<file path="config.mk">
export PLATFORM = sky130hd
export DESIGN_NAME = tunnel_liveness_watchdog
export DESIGN_NICKNAME = d
export VERILOG_FILES = /design/src/tlw_pkg.sv /design/src/tlw_ctrl.sv /design/src/tlw_datapath.sv /design/src/tunnel_liveness_watchdog.sv
export SDC_FILE = /design/constraint.sdc
export NUM_CORES = 1
export LEC_CHECK = 0
export ABC_AREA = 1
export BUFFER_PORTS_ARGS = -buffer_cell sky130_fd_sc_hd__buf_2
export CAP_MARGIN = 15
export CORE_MARGIN = 2
export CORE_UTILIZATION = 55
export CTS_CLUSTER_DIAMETER = 150
export DETAILED_ROUTE_END_ITERATION = 10
export PLACE_DENSITY = 0.71
export SYNTH_ARGS = -nofsm -noshare
export SYNTH_HDL_FRONTEND = slang
export SYNTH_SLANG_ARGS = --single-unit
</file>
<file path="constraint.sdc">
create_clock -name i_clk -period 8 [get_ports i_clk]
set_input_delay 1.2 -clock i_clk [delete_from_list [all_inputs] [get_ports i_clk]]
set_output_delay 1.2 -clock i_clk [all_outputs]
set_load 0.02 [all_outputs]
</file>
<file path="src/tlw_pkg.sv">
`timescale 1ns / 1ps

package tlw_pkg;

    localparam int CFG_W          = 31;
    localparam int CFG_IDX_W      = 3;
    localparam int COUNT_BITS_DEF = 31;
    localparam int REQ_W          = 2;
    localparam int KIND_W         = 3;
    localparam int CODE_W         = 4;

    localparam logic [CFG_IDX_W-1:0] CFG_NO_DATA   = 3'd0;
    localparam logic [CFG_IDX_W-1:0] CFG_SESSION   = 3'd1;
    localparam logic [CFG_IDX_W-1:0] CFG_IDLE      = 3'd2;
    localparam logic [CFG_IDX_W-1:0] CFG_REKEY     = 3'd3;
    localparam logic [CFG_IDX_W-1:0] CFG_SSL       = 3'd4;
    localparam logic [CFG_IDX_W-1:0] CFG_BUDGET    = 3'd5;
    localparam logic [CFG_IDX_W-1:0] CFG_KEEPALIVE = 3'd6;
    localparam logic [CFG_IDX_W-1:0] CFG_PROBE     = 3'd7;

    localparam logic [REQ_W-1:0] REQ_POLL    = 2'd0;
    localparam logic [REQ_W-1:0] REQ_SENT    = 2'd1;
    localparam logic [REQ_W-1:0] REQ_INBOUND = 2'd2;
    localparam logic [REQ_W-1:0] REQ_RESTART = 2'd3;

    localparam logic [KIND_W-1:0] KIND_DPD_REQUEST = 3'd1;
    localparam logic [KIND_W-1:0] KIND_COMPRESSED  = 3'd4;
    localparam logic [KIND_W-1:0] KIND_DISCONNECT  = 3'd5;
    localparam logic [KIND_W-1:0] KIND_TERMINATE   = 3'd6;

    localparam logic [CODE_W-1:0] END_NONE          = 4'd0;
    localparam logic [CODE_W-1:0] END_SESSION       = 4'd1;
    localparam logic [CODE_W-1:0] END_IDLE          = 4'd2;
    localparam logic [CODE_W-1:0] END_REKEY_UNSUPP  = 4'd3;
    localparam logic [CODE_W-1:0] END_REKEY_RECONN  = 4'd4;
    localparam logic [CODE_W-1:0] END_DEAD_PEER     = 4'd5;
    localparam logic [CODE_W-1:0] END_NO_DATA       = 4'd6;
    localparam logic [CODE_W-1:0] END_COMPRESSED    = 4'd7;
    localparam logic [CODE_W-1:0] END_DISCONNECTED  = 4'd8;

    typedef struct packed {
        logic load;
        logic eval;
        logic div_step;
        logic fin;
        logic emit;
    } t_cmd;

    typedef struct packed {
        logic need_div;
        logic div_last;
        logic out_free;
    } t_status;

endpackage

</file>
<file path="src/tlw_ctrl.sv">
`timescale 1ns / 1ps

module tlw_ctrl (
    input  logic             i_clk,
    input  logic             i_rst_n,
    input  logic             i_in_valid,
    output logic             o_in_stall,
    input  tlw_pkg::t_status i_status,
    output tlw_pkg::t_cmd    o_cmd
);

    typedef enum logic [4:0] {
        S_IDLE = 5'b00001,
        S_EVAL = 5'b00010,
        S_DIV  = 5'b00100,
        S_FIN  = 5'b01000,
        S_DONE = 5'b10000
    } t_state;

    t_state r_state;
    t_state n_state;

    always_ff @(posedge i_clk) begin
        if (!i_rst_n) begin
            r_state <= S_IDLE;
        end else begin
            r_state <= n_state;
        end
    end

    always_comb begin
        n_state = r_state;
        o_cmd   = '0;
        unique case (r_state)
            S_IDLE: begin
                if (i_in_valid) begin
                    o_cmd.load = 1'b1;
                    n_state    = S_EVAL;
                end
            end
            S_EVAL: begin
                o_cmd.eval = 1'b1;
                n_state    = S_DIV;
            end
            S_DIV: begin
                if (!i_status.need_div) begin
                    n_state = S_DONE;
                end else begin
                    o_cmd.div_step = 1'b1;
                    if (i_status.div_last) begin
                        n_state = S_FIN;
                    end
                end
            end
            S_FIN: begin
                o_cmd.fin = 1'b1;
                n_state   = S_DONE;
            end
            S_DONE: begin
                if (i_status.out_free) begin
                    o_cmd.emit = 1'b1;
                    n_state    = S_IDLE;
                end
            end
            default: begin
                n_state = S_IDLE;
            end
        endcase
    end

    assign o_in_stall = (r_state != S_IDLE);

endmodule

</file>
<file path="src/tlw_datapath.sv">
`timescale 1ns / 1ps

module tlw_datapath #(
    parameter int COUNT_BITS = tlw_pkg::COUNT_BITS_DEF
) (
    input  logic                           i_clk,
    input  logic                           i_rst_n,
    input  logic                           i_cfg_we,
    input  logic [tlw_pkg::CFG_IDX_W-1:0]  i_cfg_index,
    input  logic [tlw_pkg::CFG_W-1:0]      i_cfg_data,
    input  logic [tlw_pkg::REQ_W-1:0]      i_req_type,
    input  logic [tlw_pkg::KIND_W-1:0]     i_frame_kind,
    input  tlw_pkg::t_cmd                  i_cmd,
    output tlw_pkg::t_status               o_status,
    output logic                           o_out_valid,
    input  logic                           i_out_stall,
    output logic                           o_send_keepalive,
    output logic                           o_send_probe,
    output logic                           o_send_probe_reply,
    output logic                           o_session_ended,
    output logic [tlw_pkg::CODE_W-1:0]     o_end_code,
    output logic                           o_reconnect_eligible,
    output logic                           o_is_stopped
);

    localparam int CFG_W = tlw_pkg::CFG_W;
    localparam int BIT_W = (COUNT_BITS > 1) ? $clog2(COUNT_BITS) : 1;
    localparam logic [COUNT_BITS-1:0] CNT_MAX  = {COUNT_BITS{1'b1}};
    localparam logic [BIT_W-1:0]      BIT_LAST = BIT_W'(COUNT_BITS - 1);

    // configuration
    logic [CFG_W-1:0] r_no_data;
    logic [CFG_W-1:0] r_session;
    logic [CFG_W-1:0] r_idle_to;
    logic [CFG_W-1:0] r_rekey;
    logic             r_ssl;
    logic [CFG_W-1:0] r_budget;
    logic [CFG_W-1:0] r_keepalive;
    logic [CFG_W-1:0] r_probe;

    always_ff @(posedge i_clk) begin
        if (!i_rst_n) begin
            r_no_data   <= '0;
            r_session   <= '0;
            r_idle_to   <= '0;
            r_rekey     <= '0;
            r_ssl       <= 1'b0;
            r_budget    <= '0;
            r_keepalive <= '0;
            r_probe     <= '0;
        end else if (i_cfg_we) begin
            unique case (i_cfg_index)
                tlw_pkg::CFG_NO_DATA:   r_no_data   <= i_cfg_data;
                tlw_pkg::CFG_SESSION:   r_session   <= i_cfg_data;
                tlw_pkg::CFG_IDLE:      r_idle_to   <= i_cfg_data;
                tlw_pkg::CFG_REKEY:     r_rekey     <= i_cfg_data;
                tlw_pkg::CFG_SSL:       r_ssl       <= i_cfg_data[0];
                tlw_pkg::CFG_BUDGET:    r_budget    <= i_cfg_data;
                tlw_pkg::CFG_KEEPALIVE: r_keepalive <= i_cfg_data;
                tlw_pkg::CFG_PROBE:     r_probe     <= i_cfg_data;
                default: ;
            endcase
        end
    end

    // session state
    logic [COUNT_BITS-1:0] r_idle;
    logic [COUNT_BITS-1:0] n_idle;
    logic                  r_rekey_pend;
    logic                  n_rekey_pend;
    logic                  r_probe_out;
    logic                  n_probe_out;
    logic                  r_activity;
    logic                  n_activity;
    logic [COUNT_BITS-1:0] r_probe_wait;
    logic [COUNT_BITS-1:0] n_probe_wait;
    logic                  r_stopped;
    logic                  n_stopped;

    // item and working registers
    logic [tlw_pkg::REQ_W-1:0]  r_req;
    logic [tlw_pkg::REQ_W-1:0]  n_req;
    logic [tlw_pkg::KIND_W-1:0] r_kind;
    logic [tlw_pkg::KIND_W-1:0] n_kind;
    logic                       r_need_div;
    logic                       n_need_div;
    logic [BIT_W-1:0]           r_bit;
    logic [BIT_W-1:0]           n_bit;
    logic [CFG_W-1:0]           r_rem_k;
    logic [CFG_W-1:0]           n_rem_k;
    logic [CFG_W-1:0]           r_rem_p;
    logic [CFG_W-1:0]           n_rem_p;

    // pending result
    logic                       r_res_ka;
    logic                       n_res_ka;
    logic                       r_res_pr;
    logic                       n_res_pr;
    logic                       r_res_reply;
    logic                       n_res_reply;
    logic [tlw_pkg::CODE_W-1:0] r_res_code;
    logic [tlw_pkg::CODE_W-1:0] n_res_code;

    logic [COUNT_BITS-1:0] cnt_inc;
    logic [COUNT_BITS-1:0] pw_inc;
    logic [CFG_W-1:0]      cnt_ext;
    logic [CFG_W-1:0]      pw_ext;
    logic [CFG_W:0]        trial_k;
    logic [CFG_W:0]        trial_p;

    assign cnt_inc = (r_idle == CNT_MAX) ? r_idle : r_idle + 1'b1;
    assign pw_inc  = (r_probe_wait == CNT_MAX) ? r_probe_wait : r_probe_wait + 1'b1;
    assign cnt_ext = CFG_W'(cnt_inc);
    assign pw_ext  = CFG_W'(pw_inc);
    assign trial_k = {r_rem_k, r_idle[r_bit]};
    assign trial_p = {r_rem_p, r_idle[r_bit]};

    always_comb begin
        logic [tlw_pkg::CODE_W-1:0] v_code;
        v_code       = tlw_pkg::END_NONE;
        n_idle       = r_idle;
        n_rekey_pend = r_rekey_pend;
        n_probe_out  = r_probe_out;
        n_activity   = r_activity;
        n_probe_wait = r_probe_wait;
        n_stopped    = r_stopped;
        n_req        = r_req;
        n_kind       = r_kind;
        n_need_div   = r_need_div;
        n_bit        = r_bit;
        n_rem_k      = r_rem_k;
        n_rem_p      = r_rem_p;
        n_res_ka     = r_res_ka;
        n_res_pr     = r_res_pr;
        n_res_reply  = r_res_reply;
        n_res_code   = r_res_code;

        if (i_cmd.load) begin
            n_req  = i_req_type;
            n_kind = i_frame_kind;
        end

        if (i_cmd.eval) begin
            n_res_ka    = 1'b0;
            n_res_pr    = 1'b0;
            n_res_reply = 1'b0;
            n_need_div  = 1'b0;
            if (r_req == tlw_pkg::REQ_RESTART) begin
                n_idle       = '0;
                n_rekey_pend = 1'b0;
                n_probe_out  = 1'b0;
                n_activity   = 1'b0;
                n_probe_wait = '0;
                n_stopped    = 1'b0;
            end else if (!r_stopped) begin
                unique case (r_req)
                    tlw_pkg::REQ_POLL: begin
                        n_idle = cnt_inc;
                        if (cnt_ext > r_no_data) begin
                            v_code = tlw_pkg::END_NO_DATA;
                        end else if (r_session != '0 && cnt_ext >= r_session) begin
                            v_code = tlw_pkg::END_SESSION;
                        end else if (r_idle_to != '0 && cnt_ext >= r_idle_to) begin
                            v_code = tlw_pkg::END_IDLE;
                        end else if (!r_rekey_pend && r_rekey != '0
                                     && cnt_ext >= r_rekey) begin
                            n_rekey_pend = 1'b1;
                            v_code = r_ssl ? tlw_pkg::END_REKEY_UNSUPP
                                           : tlw_pkg::END_REKEY_RECONN;
                        end else if (r_probe_out && r_activity) begin
                            n_probe_out  = 1'b0;
                            n_probe_wait = '0;
                        end else if (r_probe_out && r_budget != '0) begin
                            n_probe_wait = pw_inc;
                            if (pw_ext >= r_budget) begin
                                v_code = tlw_pkg::END_DEAD_PEER;
                            end
                        end
                        if (v_code == tlw_pkg::END_NONE) begin
                            n_need_div = 1'b1;
                            n_bit      = BIT_LAST;
                            n_rem_k    = '0;
                            n_rem_p    = '0;
                        end
                    end
                    tlw_pkg::REQ_SENT: begin
                        n_idle = '0;
                    end
                    tlw_pkg::REQ_INBOUND: begin
                        n_activity = 1'b1;
                        case (r_kind) inside
                            tlw_pkg::KIND_DPD_REQUEST: n_res_reply = 1'b1;
                            tlw_pkg::KIND_COMPRESSED:  v_code = tlw_pkg::END_COMPRESSED;
                            tlw_pkg::KIND_DISCONNECT,
                            tlw_pkg::KIND_TERMINATE:   v_code = tlw_pkg::END_DISCONNECTED;
                            default: ;
                        endcase
                    end
                    default: ;
                endcase
                if (v_code != tlw_pkg::END_NONE) begin
                    n_stopped = 1'b1;
                end
            end
            n_res_code = v_code;
        end

        // restoring remainder, one dividend bit per step for both intervals
        if (i_cmd.div_step) begin
            n_bit = r_bit - 1'b1;
            if (trial_k >= {1'b0, r_keepalive}) begin
                n_rem_k = CFG_W'(trial_k - {1'b0, r_keepalive});
            end else begin
                n_rem_k = CFG_W'(trial_k);
            end
            if (trial_p >= {1'b0, r_probe}) begin
                n_rem_p = CFG_W'(trial_p - {1'b0, r_probe});
            end else begin
                n_rem_p = CFG_W'(trial_p);
            end
        end

        if (i_cmd.fin) begin
            n_need_div = 1'b0;
            n_res_ka   = (r_keepalive != '0) && (r_rem_k == '0);
            if (r_probe != '0 && !r_probe_out && r_rem_p == '0) begin
                n_res_pr     = 1'b1;
                n_probe_out  = 1'b1;
                n_activity   = 1'b0;
                n_probe_wait = '0;
            end
        end
    end

    always_ff @(posedge i_clk) begin
        if (!i_rst_n) begin
            r_idle       <= '0;
            r_rekey_pend <= 1'b0;
            r_probe_out  <= 1'b0;
            r_activity   <= 1'b0;
            r_probe_wait <= '0;
            r_stopped    <= 1'b0;
            r_need_div   <= 1'b0;
        end else begin
            r_idle       <= n_idle;
            r_rekey_pend <= n_rekey_pend;
            r_probe_out  <= n_probe_out;
            r_activity   <= n_activity;
            r_probe_wait <= n_probe_wait;
            r_stopped    <= n_stopped;
            r_need_div   <= n_need_div;
        end
    end

    always_ff @(posedge i_clk) begin
        r_req       <= n_req;
        r_kind      <= n_kind;
        r_bit       <= n_bit;
        r_rem_k     <= n_rem_k;
        r_rem_p     <= n_rem_p;
        r_res_ka    <= n_res_ka;
        r_res_pr    <= n_res_pr;
        r_res_reply <= n_res_reply;
        r_res_code  <= n_res_code;
    end

    // output register
    logic                       r_out_valid;
    logic                       r_o_ka;
    logic                       r_o_pr;
    logic                       r_o_reply;
    logic                       r_o_ended;
    logic [tlw_pkg::CODE_W-1:0] r_o_code;
    logic                       r_o_reconn;
    logic                       r_o_stopped;

    always_ff @(posedge i_clk) begin
        if (!i_rst_n) begin
            r_out_valid <= 1'b0;
        end else if (i_cmd.emit) begin
            r_out_valid <= 1'b1;
        end else if (!i_out_stall) begin
            r_out_valid <= 1'b0;
        end
    end

    always_ff @(posedge i_clk) begin
        if (i_cmd.emit) begin
            r_o_ka      <= r_res_ka;
            r_o_pr      <= r_res_pr;
            r_o_reply   <= r_res_reply;
            r_o_ended   <= (r_res_code != tlw_pkg::END_NONE);
            r_o_code    <= r_res_code;
            r_o_reconn  <= (r_res_code == tlw_pkg::END_REKEY_UNSUPP)
                        || (r_res_code == tlw_pkg::END_REKEY_RECONN)
                        || (r_res_code == tlw_pkg::END_DEAD_PEER);
            r_o_stopped <= r_stopped;
        end
    end

    assign o_out_valid          = r_out_valid;
    assign o_send_keepalive     = r_o_ka;
    assign o_send_probe         = r_o_pr;
    assign o_send_probe_reply   = r_o_reply;
    assign o_session_ended      = r_o_ended;
    assign o_end_code           = r_o_code;
    assign o_reconnect_eligible = r_o_reconn;
    assign o_is_stopped         = r_o_stopped;

    assign o_status.need_div = r_need_div;
    assign o_status.div_last = (r_bit == '0);
    assign o_status.out_free = !r_out_valid || !i_out_stall;

`ifndef NO_ASSERTIONS
    a_wait_needs_probe: assert property (@(posedge i_clk) disable iff (!i_rst_n)
        (r_probe_wait != '0) |-> r_probe_out)
        else $error("probe wait count without outstanding probe");

    a_reconn_ends: assert property (@(posedge i_clk) disable iff (!i_rst_n)
        (r_out_valid && r_o_reconn) |-> r_o_ended)
        else $error("reconnect flag on a transaction that does not end the session");

    a_end_no_send: assert property (@(posedge i_clk) disable iff (!i_rst_n)
        (r_out_valid && r_o_ended) |-> (!r_o_ka && !r_o_pr && r_o_stopped))
        else $error("ending transaction sends a frame or is not stopped");

    a_div_only_poll: assert property (@(posedge i_clk) disable iff (!i_rst_n)
        i_cmd.div_step |-> (r_req == tlw_pkg::REQ_POLL && !r_stopped))
        else $error("remainder step outside an idle poll");
`endif

endmodule

</file>
<file path="src/tunnel_liveness_watchdog.sv">
`timescale 1ns / 1ps
// an idle poll that reaches the keepalive and probe checks is loaded, evaluated, run through
// the bit-serial remainder (one dividend bit a cycle) and finished before its result is ready
// other items skip the remainder and finish steps; a result waits until the output is free
// the next item is accepted in the cycle after the result is loaded, none while one is in flight
// reset: synchronous active-low i_rst_n clears configuration, session state and output valid

module tunnel_liveness_watchdog #(
    parameter int COUNT_BITS = tlw_pkg::COUNT_BITS_DEF
) (
    input  logic                          i_clk,
    input  logic                          i_rst_n,
    input  logic                          i_cfg_we,
    input  logic [tlw_pkg::CFG_IDX_W-1:0] i_cfg_index,
    input  logic [tlw_pkg::CFG_W-1:0]     i_cfg_data,
    input  logic                          i_in_valid,
    output logic                          o_in_stall,
    input  logic [tlw_pkg::REQ_W-1:0]     i_req_type,
    input  logic [tlw_pkg::KIND_W-1:0]    i_frame_kind,
    output logic                          o_out_valid,
    input  logic                          i_out_stall,
    output logic                          o_send_keepalive,
    output logic                          o_send_probe,
    output logic                          o_send_probe_reply,
    output logic                          o_session_ended,
    output logic [tlw_pkg::CODE_W-1:0]    o_end_code,
    output logic                          o_reconnect_eligible,
    output logic                          o_is_stopped
);

    tlw_pkg::t_cmd    cmd;
    tlw_pkg::t_status status;

    tlw_ctrl u_ctrl (
        .i_clk      (i_clk),
        .i_rst_n    (i_rst_n),
        .i_in_valid (i_in_valid),
        .o_in_stall (o_in_stall),
        .i_status   (status),
        .o_cmd      (cmd)
    );

    tlw_datapath #(
        .COUNT_BITS (COUNT_BITS)
    ) u_datapath (
        .i_clk                (i_clk),
        .i_rst_n              (i_rst_n),
        .i_cfg_we             (i_cfg_we),
        .i_cfg_index          (i_cfg_index),
        .i_cfg_data           (i_cfg_data),
        .i_req_type           (i_req_type),
        .i_frame_kind         (i_frame_kind),
        .i_cmd                (cmd),
        .o_status             (status),
        .o_out_valid          (o_out_valid),
        .i_out_stall          (i_out_stall),
        .o_send_keepalive     (o_send_keepalive),
        .o_send_probe         (o_send_probe),
        .o_send_probe_reply   (o_send_probe_reply),
        .o_session_ended      (o_session_ended),
        .o_end_code           (o_end_code),
        .o_reconnect_eligible (o_reconnect_eligible),
        .o_is_stopped         (o_is_stopped)
    );

endmodule
</file>
; Word level (Yosys, flattened, before mapping)
; Index checks and enable logic that the tools add are counted.
[word_totals]
reg_bits = 380
latch_bits = 0
ram_bits = 0
rom_bits = 0
in_bits = 44
out_inout_bits = 12
mem_count = 0
[classes]
n_addsub = 5
multipliers = 0
div = 0
magnitude_cmp = 8
eq_ne = 35
shift = 0
n_mux = 105
n_bitwise = 2
reduce_logical = 53
[ops]
columns = operator, count
row1 = $mux 31, 25
row2 = $reduce_bool 31->1, 6
row3 = $ge 31x31->1, 4
row4 = $ge 32x31->1, 2
row5 = $mux 4, 16
row6 = $add 31x1->31 const B, 2
row7 = $eq 31x31->1 const B, 2
row8 = $logic_not 31->1, 2
row9 = $pmux 31 s2, 1
row10 = $sub 31x31->31, 2
row11 = $mux 5, 10
row12 = $mux 1, 48
row13 = $gt 31x31->1, 1
row14 = $pmux 5 s5, 1
row15 = $eq 3x3->1 const B, 7
row16 = $reduce_and 2->1, 8
row17 = $reduce_bool 2->1, 6
row18 = $ne 2x2->1 const B, 5
row19 = $logic_and 1x1->1, 9
row20 = $eq 4x3->1 const B, 2
row21 = $ne 2x1->1 const B, 4
row22 = $pmux 4 s2, 1
row23 = $reduce_bool 4->1, 2
row24 = $reduce_and 7->1, 1
row25 = other kinds (28), 41

; Logic depth before layout (Yosys ltp)
[logic_depth]
ltp_word = 22
ltp_mapped = 31

; Hierarchy
; Synthesis repeated with hierarchy kept, for this count alone.
[hier_totals]
cells_unflattened = 3414
area_unflattened_um2 = 24833.8
[by_module_without_submodules]
columns = module, n_inst, cells_per_inst, area_per_inst_um2, seq_area_each_um2
row1 = tlw_datapath, 1, 3363, 24473.5, 8388.0
row2 = tlw_ctrl, 1, 51, 360.3, 100.1

; Worst setup path before layout
; No wires, ideal clock.
[synth_timing]
kind = register to register
from = reg u_datapath.r_idle[0]
to = reg u_datapath.r_bit[0] (enable)
arrival_ps = 4716
t_required_ps = 7573
setup_slack_ps = 2858
stages_incl_launch_ff = 30
path_cell_list = dfxtp_1 ha_1 nand3_1 nor2_2 nand2_1 nor2_2 nand4_1 nor2_1 nand2_1 nand2_1 nor2_1 inv_1 nor2_1 xor2_1 ha_1 nand2_1 inv_1 nand2_1 nand2_1 a21oi_1 nand2_1 nand2_1 nand3_1 nand2_2 nand2_1 nand3_1 nand2_1 nor3_1 nand3_1 nand2_1
[synth_via]
elab_chain_cells = 15
elab_cells_between_ends = 21
classes_between = add/sub: 1 / order compare: 4 / eq/ne: 1 / mux: 9 / reduce/logical: 6
[synth_lines]
columns = element, line_no
row1 = "start, declared", tlw_datapath.sv:67  ; logic [COUNT_BITS-1:0] r_idle;
row2 = "start signal, assigned", tlw_datapath.sv:245  ; r_idle <= n_idle;
row3 = $add 31x1->31 or $eq 31x31->1 (tied branches), tlw_datapath.sv:111  ; assign cnt_inc = (r_idle == CNT_MAX) ? r_idle : r_idle + 1'b1;
row4 = $mux 31 (*), tlw_datapath.sv:111
row5 = $ge 31x31->1, tlw_datapath.sv:166  ; && cnt_ext >= r_rekey) begin
row6 = $logic_and 1x1->1, tlw_datapath.sv:166
row7 = $mux 4, tlw_datapath.sv:165  ; end else if (!r_rekey_pend && r_rekey != '0
row8 = $mux 4, tlw_datapath.sv:163  ; end else if (r_idle_to != '0 && cnt_ext >= r_idle_to) begin
row9 = $mux 4, tlw_datapath.sv:161  ; end else if (r_session != '0 && cnt_ext >= r_session) begin
row10 = $mux 4 (*), tlw_datapath.sv:159  ; if (cnt_ext > r_no_data) begin
row11 = $mux 4 (*), tlw_datapath.sv:156  ; unique case (r_req)
row12 = $mux 4 (*), tlw_datapath.sv:155  ; end else if (!r_stopped) begin
row13 = $mux 4 (*), tlw_datapath.sv:148  ; if (r_req == tlw_pkg::REQ_RESTART) begin
row14 = $mux 4 (*), tlw_datapath.sv:143  ; if (i_cmd.eval) begin
row15 = $logic_not 4->1 (*), tlw_datapath.sv:179  ; if (v_code == tlw_pkg::END_NONE) begin
row16 = $reduce_bool 2->1 (no source line) (*), --
row17 = $reduce_and 5->1 (no source line) (*), --
row18 = "end signal, assigned", tlw_datapath.sv:258  ; r_bit <= n_bit;
row19 = "end, declared", tlw_datapath.sv:87  ; logic [BIT_W-1:0] r_bit;
; Every way passes the cells marked *; elsewhere a longest branch is shown, timed or not. The select of a mux whose other input is x is not followed.
; A chain may end at the register's enable or synchronous reset.

; Worst setup path in the final report
[layout_timing]
from = reg u_datapath.r_idle[0]
to = reg u_datapath.r_rem_k[12] (enable)
[layout_via]
elab_chain_cells = 15
elab_cells_between_ends = 21
classes_between = add/sub: 1 / order compare: 4 / eq/ne: 1 / mux: 9 / reduce/logical: 6
[layout_lines]
columns = element, line_no
row1 = $add 31x1->31 or $eq 31x31->1 (tied branches), tlw_datapath.sv:111
row2 = $mux 31 (*), tlw_datapath.sv:111
row3 = $ge 31x31->1, tlw_datapath.sv:166
row4 = $logic_and 1x1->1, tlw_datapath.sv:166
row5 = $mux 4, tlw_datapath.sv:165
row6 = $mux 4, tlw_datapath.sv:163
row7 = $mux 4, tlw_datapath.sv:161
row8 = $mux 4 (*), tlw_datapath.sv:159
row9 = $mux 4 (*), tlw_datapath.sv:156
row10 = $mux 4 (*), tlw_datapath.sv:155
row11 = $mux 4 (*), tlw_datapath.sv:148
row12 = $mux 4 (*), tlw_datapath.sv:143
row13 = $logic_not 4->1 (*), tlw_datapath.sv:179
row14 = $reduce_bool 2->1 (no source line) (*), --
row15 = $reduce_and 5->1 (no source line) (*), --
row16 = "end signal, assigned", tlw_datapath.sv:259  ; r_rem_k <= n_rem_k;
row17 = "end, declared", tlw_datapath.sv:89  ; logic [CFG_W-1:0] r_rem_k;
; Marks and branches as above.

==> results.md <==
- Of the post-synthesis cell area, the dominant cell type holds 0.2395.
- The met1 demand-to-capacity share in global routing is 0.4735.
- In this run the clock root is driven by a clkbuf_16.
- The number of nets still failing antenna checks after routing is 0.
- From left edge to right edge, the die measures 214.7 µm.
- The global routing usage on met3 is 0.04440.
- For the worst setup path, the data required time is 8180 ps.
- In this run the static leakage power is 10.96 nW.
- The post-cts gate resize count is 0.
- The placeable core area is 0.04403 mm².
- The number of hold violations in the final report came to 0.
- The run finished with clean final reports.
- The routability-driven placement congestion ratio is 1.074.
- The time the worst path needs with I/O delays and setup is 5769 ps.
- Each instance of the synthesized netlist takes up on average 7.296 µm².
- The non-filler instance count after layout is 3974.
- The number of placed instances, taps included, is 3890.
- The total number of H-tree levels is 2.
- The share of the Yosys chip area taken by registers is 0.3478.
- The synthesis-to-finish area growth is 8.597%.
- The most used flip-flop cell after synthesis is dfxtp_1.
- The cell with the largest stage delay on the worst path is buf_4.
- Counting flops with a built-in enable in the synthesized netlist gives 88.
- The total via count in the routed design is 23400.
- TritonCTS built the clock tree.
- STA puts the critical path data arrival time at 5950 ps.
- The clock input transition at the sequential cells of the worst setup and hold paths is 60 ps.
- The maximum fanout along the worst path is 67.
- For this design the ratio of total power to cell area is 173.2 mW/mm².
- Hold repair after CTS inserted 0 buffers.
- The transition time of the tightest slew-check pin is 1093 ps.
- The die is 214.7 µm tall.
- The detailed-route wire length is 76.83 mm.
- The average detailed-routed wire length per instance is 19.33 µm.
- Between clock sinks in the finished design, the worst skew comes to 23.72 ps.
- The longest clock path from root to sink contains 3 buffers.
- The layout net count is 3617.
- The path class of the tightest hold or removal check is reg2reg.
- The first global-routing pass estimated 120.1 mm of wire.
- The pin count of the biggest net entering global routing is 88.
- The setup TNS after final layout is 0 ps.
- Counting every net in the synthesized netlist gives 3616.
- TritonCTS created 44 clock buffers.
- Counting flops with an async set or reset pin after synthesis yields a share of 0.
- The number of antenna violations at the first check in global routing is 5.
- Setup repair after global routing left no endpoint under its margin.
- After legalization and detailed placement, the total HPWL measured 57.09 mm.
- Across the VDD grid, the largest voltage drop is 183.8 µV.
- The synthesized design spends more area on one cell type than any other, namely dfxtp_1.
- After synthesis, the netlist uses 67 different library cells.
- Setup violations remaining at the end of the flow were counted as 0.
- The number of optimization iterations in the first detailed-route pass is 6.
- The I/O pin total is 56.
- The starting density of the core is 0.5543.
- The count of final max-slew check failures is 0.
- In the final layout, the share of cells above drive strength 1 is 0.05858.
- The fraction of met2 tracks used by global routing is 0.5090.
- The layer carrying the most global-route usage is met2.
- The via count of the first global-routing pass is 21770.
- The number of fill cells is 4103.
- The die covers 0.04607 mm².
- The number of maximum-capacitance constraint violations is 0.
- The clock net in this run drives a total of 380 sinks.
- The worst setup path is captured at a flop.
- Static timing analysis puts the maximum clock frequency at 173.3 MHz.
- Counting flops and latches in the post-synthesis netlist gives 380.
- The count of buffer and inverter cells on the critical path is 2.
- The critical path startpoint category is a flop.
- The total number of yosys warnings is 0.
- The largest single stage delay on the critical path is 770 ps.
- The initialized floorplan defines 77 standard-cell rows.
- The gate count after technology mapping is 3345.
- The violation count after the first detailed-routing iteration is 2317.
- In the finished design, the share of the clock period the worst path needs comes to 0.7211.
- By area the synthesized netlist is led by dfxtp_1 24%, ha_1 12%, edfxtp_1 11%.
- The total overflow reported by the global router is 0.
- The worst setup path is of the reg2reg kind.
- Counting instances in the post-synthesis netlist gives the leading cell types as 587 x nand2_1, 506 x a21oi_1, 439 x inv_1, 379 x o21ai_0, 292 x dfxtp_1.
- The top cell family by delay on the critical path is simple AND/OR/NAND/NOR gates.
- After detailed routing, the number of remaining DRC violations is 0.
- Port buffering added 55 buffers.
- Post-CTS timing repair inserted 0 buffers for setup.
- In this run the tightest slew margin relative to its limit is 0.2687.
- The synthesized netlist occupies a cell area of 0.02441 mm².
- The total routing resource utilization after global routing is 0.3285.
- The via-per-instance ratio is 5.888.
- Yosys instantiated no cell more often than nand2_1.
- The clock latency on the worst-skew pair is 580 ps.
- The cell seen most often among critical-path stages is nand2_1.
-- path summary, 6_finish.rpt --
kind	startpoint	end	slack, ps	cells past startpoint
worst max-delay path	u_datapath.r_idle[0]	u_datapath.r_rem_k[12]	2230	28
worst min-delay path	u_datapath.r_res_reply	u_datapath.o_send_probe_reply	440	0
worst max register to register	u_datapath.r_idle[0]	u_datapath.r_rem_k[12]	2230	28
worst min register to register	u_datapath.r_res_reply	u_datapath.o_send_probe_reply	440	0
-- layer usage --
metal  vias to the layer above  routed length (µm)
met5                         -                  13
met4                         2                2376
met3                       158                6499
met2                      1002               33110
met1                     10880               34840
li1                      11350                   -
-- area by class of cell --
type	count	area, µm²	area share
clock inverters	17	155.1	0.005854
multi-input cells	2396	13730	0.5181
diodes	2	5.005	0.0001888
flip-flops and latches	380	8488	0.3203
inverters	452	1699	0.06411
repair buffers	72	410.4	0.01548
well taps	592	740.7	0.02795
clock buffers	63	1275	0.04810
-- per-stage QoR --
stage | hold slack [ps] | setup slack [ps] | utilization | power [mW] | cell area (µm²)
after floorplan | 400.3 | 2858 | - | 2.398 | 24410
final | 435.6 | 2231 | 0.6020 | 4.590 | 26500
after global placement | 406.5 | 2587 | 0.5689 | 2.564 | 25050
after global routing | 448.4 | 1890 | 0.6019 | 4.728 | 26500
after detailed placement | 422.4 | 2437 | 0.5689 | 2.573 | 25050
after CTS | 435.6 | 2382 | 0.6014 | 4.589 | 26480
-- flip-flops by register name, summed over array words and instances, names as in the netlist, 2 cells and up --
signal and count:
u_ctrl.r_state 5, u_datapath.r_probe 31, u_datapath.r_res_code 4, u_datapath.r_idle 31
u_datapath.r_rekey 31, u_datapath.r_req 2, u_datapath.o_end_code 4, u_datapath.r_idle_to 31
u_datapath.r_bit 5, u_datapath.r_rem_k 31, u_datapath.r_budget 31, u_datapath.r_probe_wait 31
u_datapath.r_keepalive 31, u_datapath.r_kind 3, u_datapath.r_session 31, u_datapath.r_rem_p 31
u_datapath.r_no_data 31
-- power by group --
group          internal, mW  switching (mW)  leakage [nW]
clock network          1.18           0.862         0.707
registers              2.00          0.0223          3.06
logic                 0.159           0.366          7.20
-- cells by family after synthesis --
| family | after synthesis | share of synthesized area |
|---|---|---|
| buf+inv | 569 | 0.09013 |
| flops | 380 | 0.3478 |
| mux | 1 | 0.0004101 |
| compound gates | 970 | 0.2082 |
| fa+ha+maj | 227 | 0.1170 |
| xor+xnor | 104 | 0.03732 |
| simple gates | 1094 | 0.1991 |
-- placed cells by master (no fill, tap or decap), types with 8 or more instances in the layout --
master / instances
nor2_1: 197
nand3_1: 82
clkbuf_16: 46
dfxtp_1: 292
nor3_1: 68
edfxtp_1: 88
nand2_2: 12
a31oi_1: 12
buf_4: 16
clkinv_1: 8
o21ai_0: 379
ha_1: 225
o21ai_1: 8
a21o_1: 17
buf_2: 55
a21oi_1: 506
xnor2_1: 37
clkbuf_1: 11
nor4_1: 40
nand4_1: 69
nand2_1: 585
inv_1: 439
xor2_1: 67
o211ai_1: 9
-- worst reg2reg max path, delay by kind of cell (launching register included) --
kind / cells / cell delay, ps
compound gates: 2 / 750
buf+inv: 2 / 810
fa+ha+maj: 2 / 610
flops: 1 / 410
simple gates: 22 / 2730
Power figures use the tool's default switching activity.
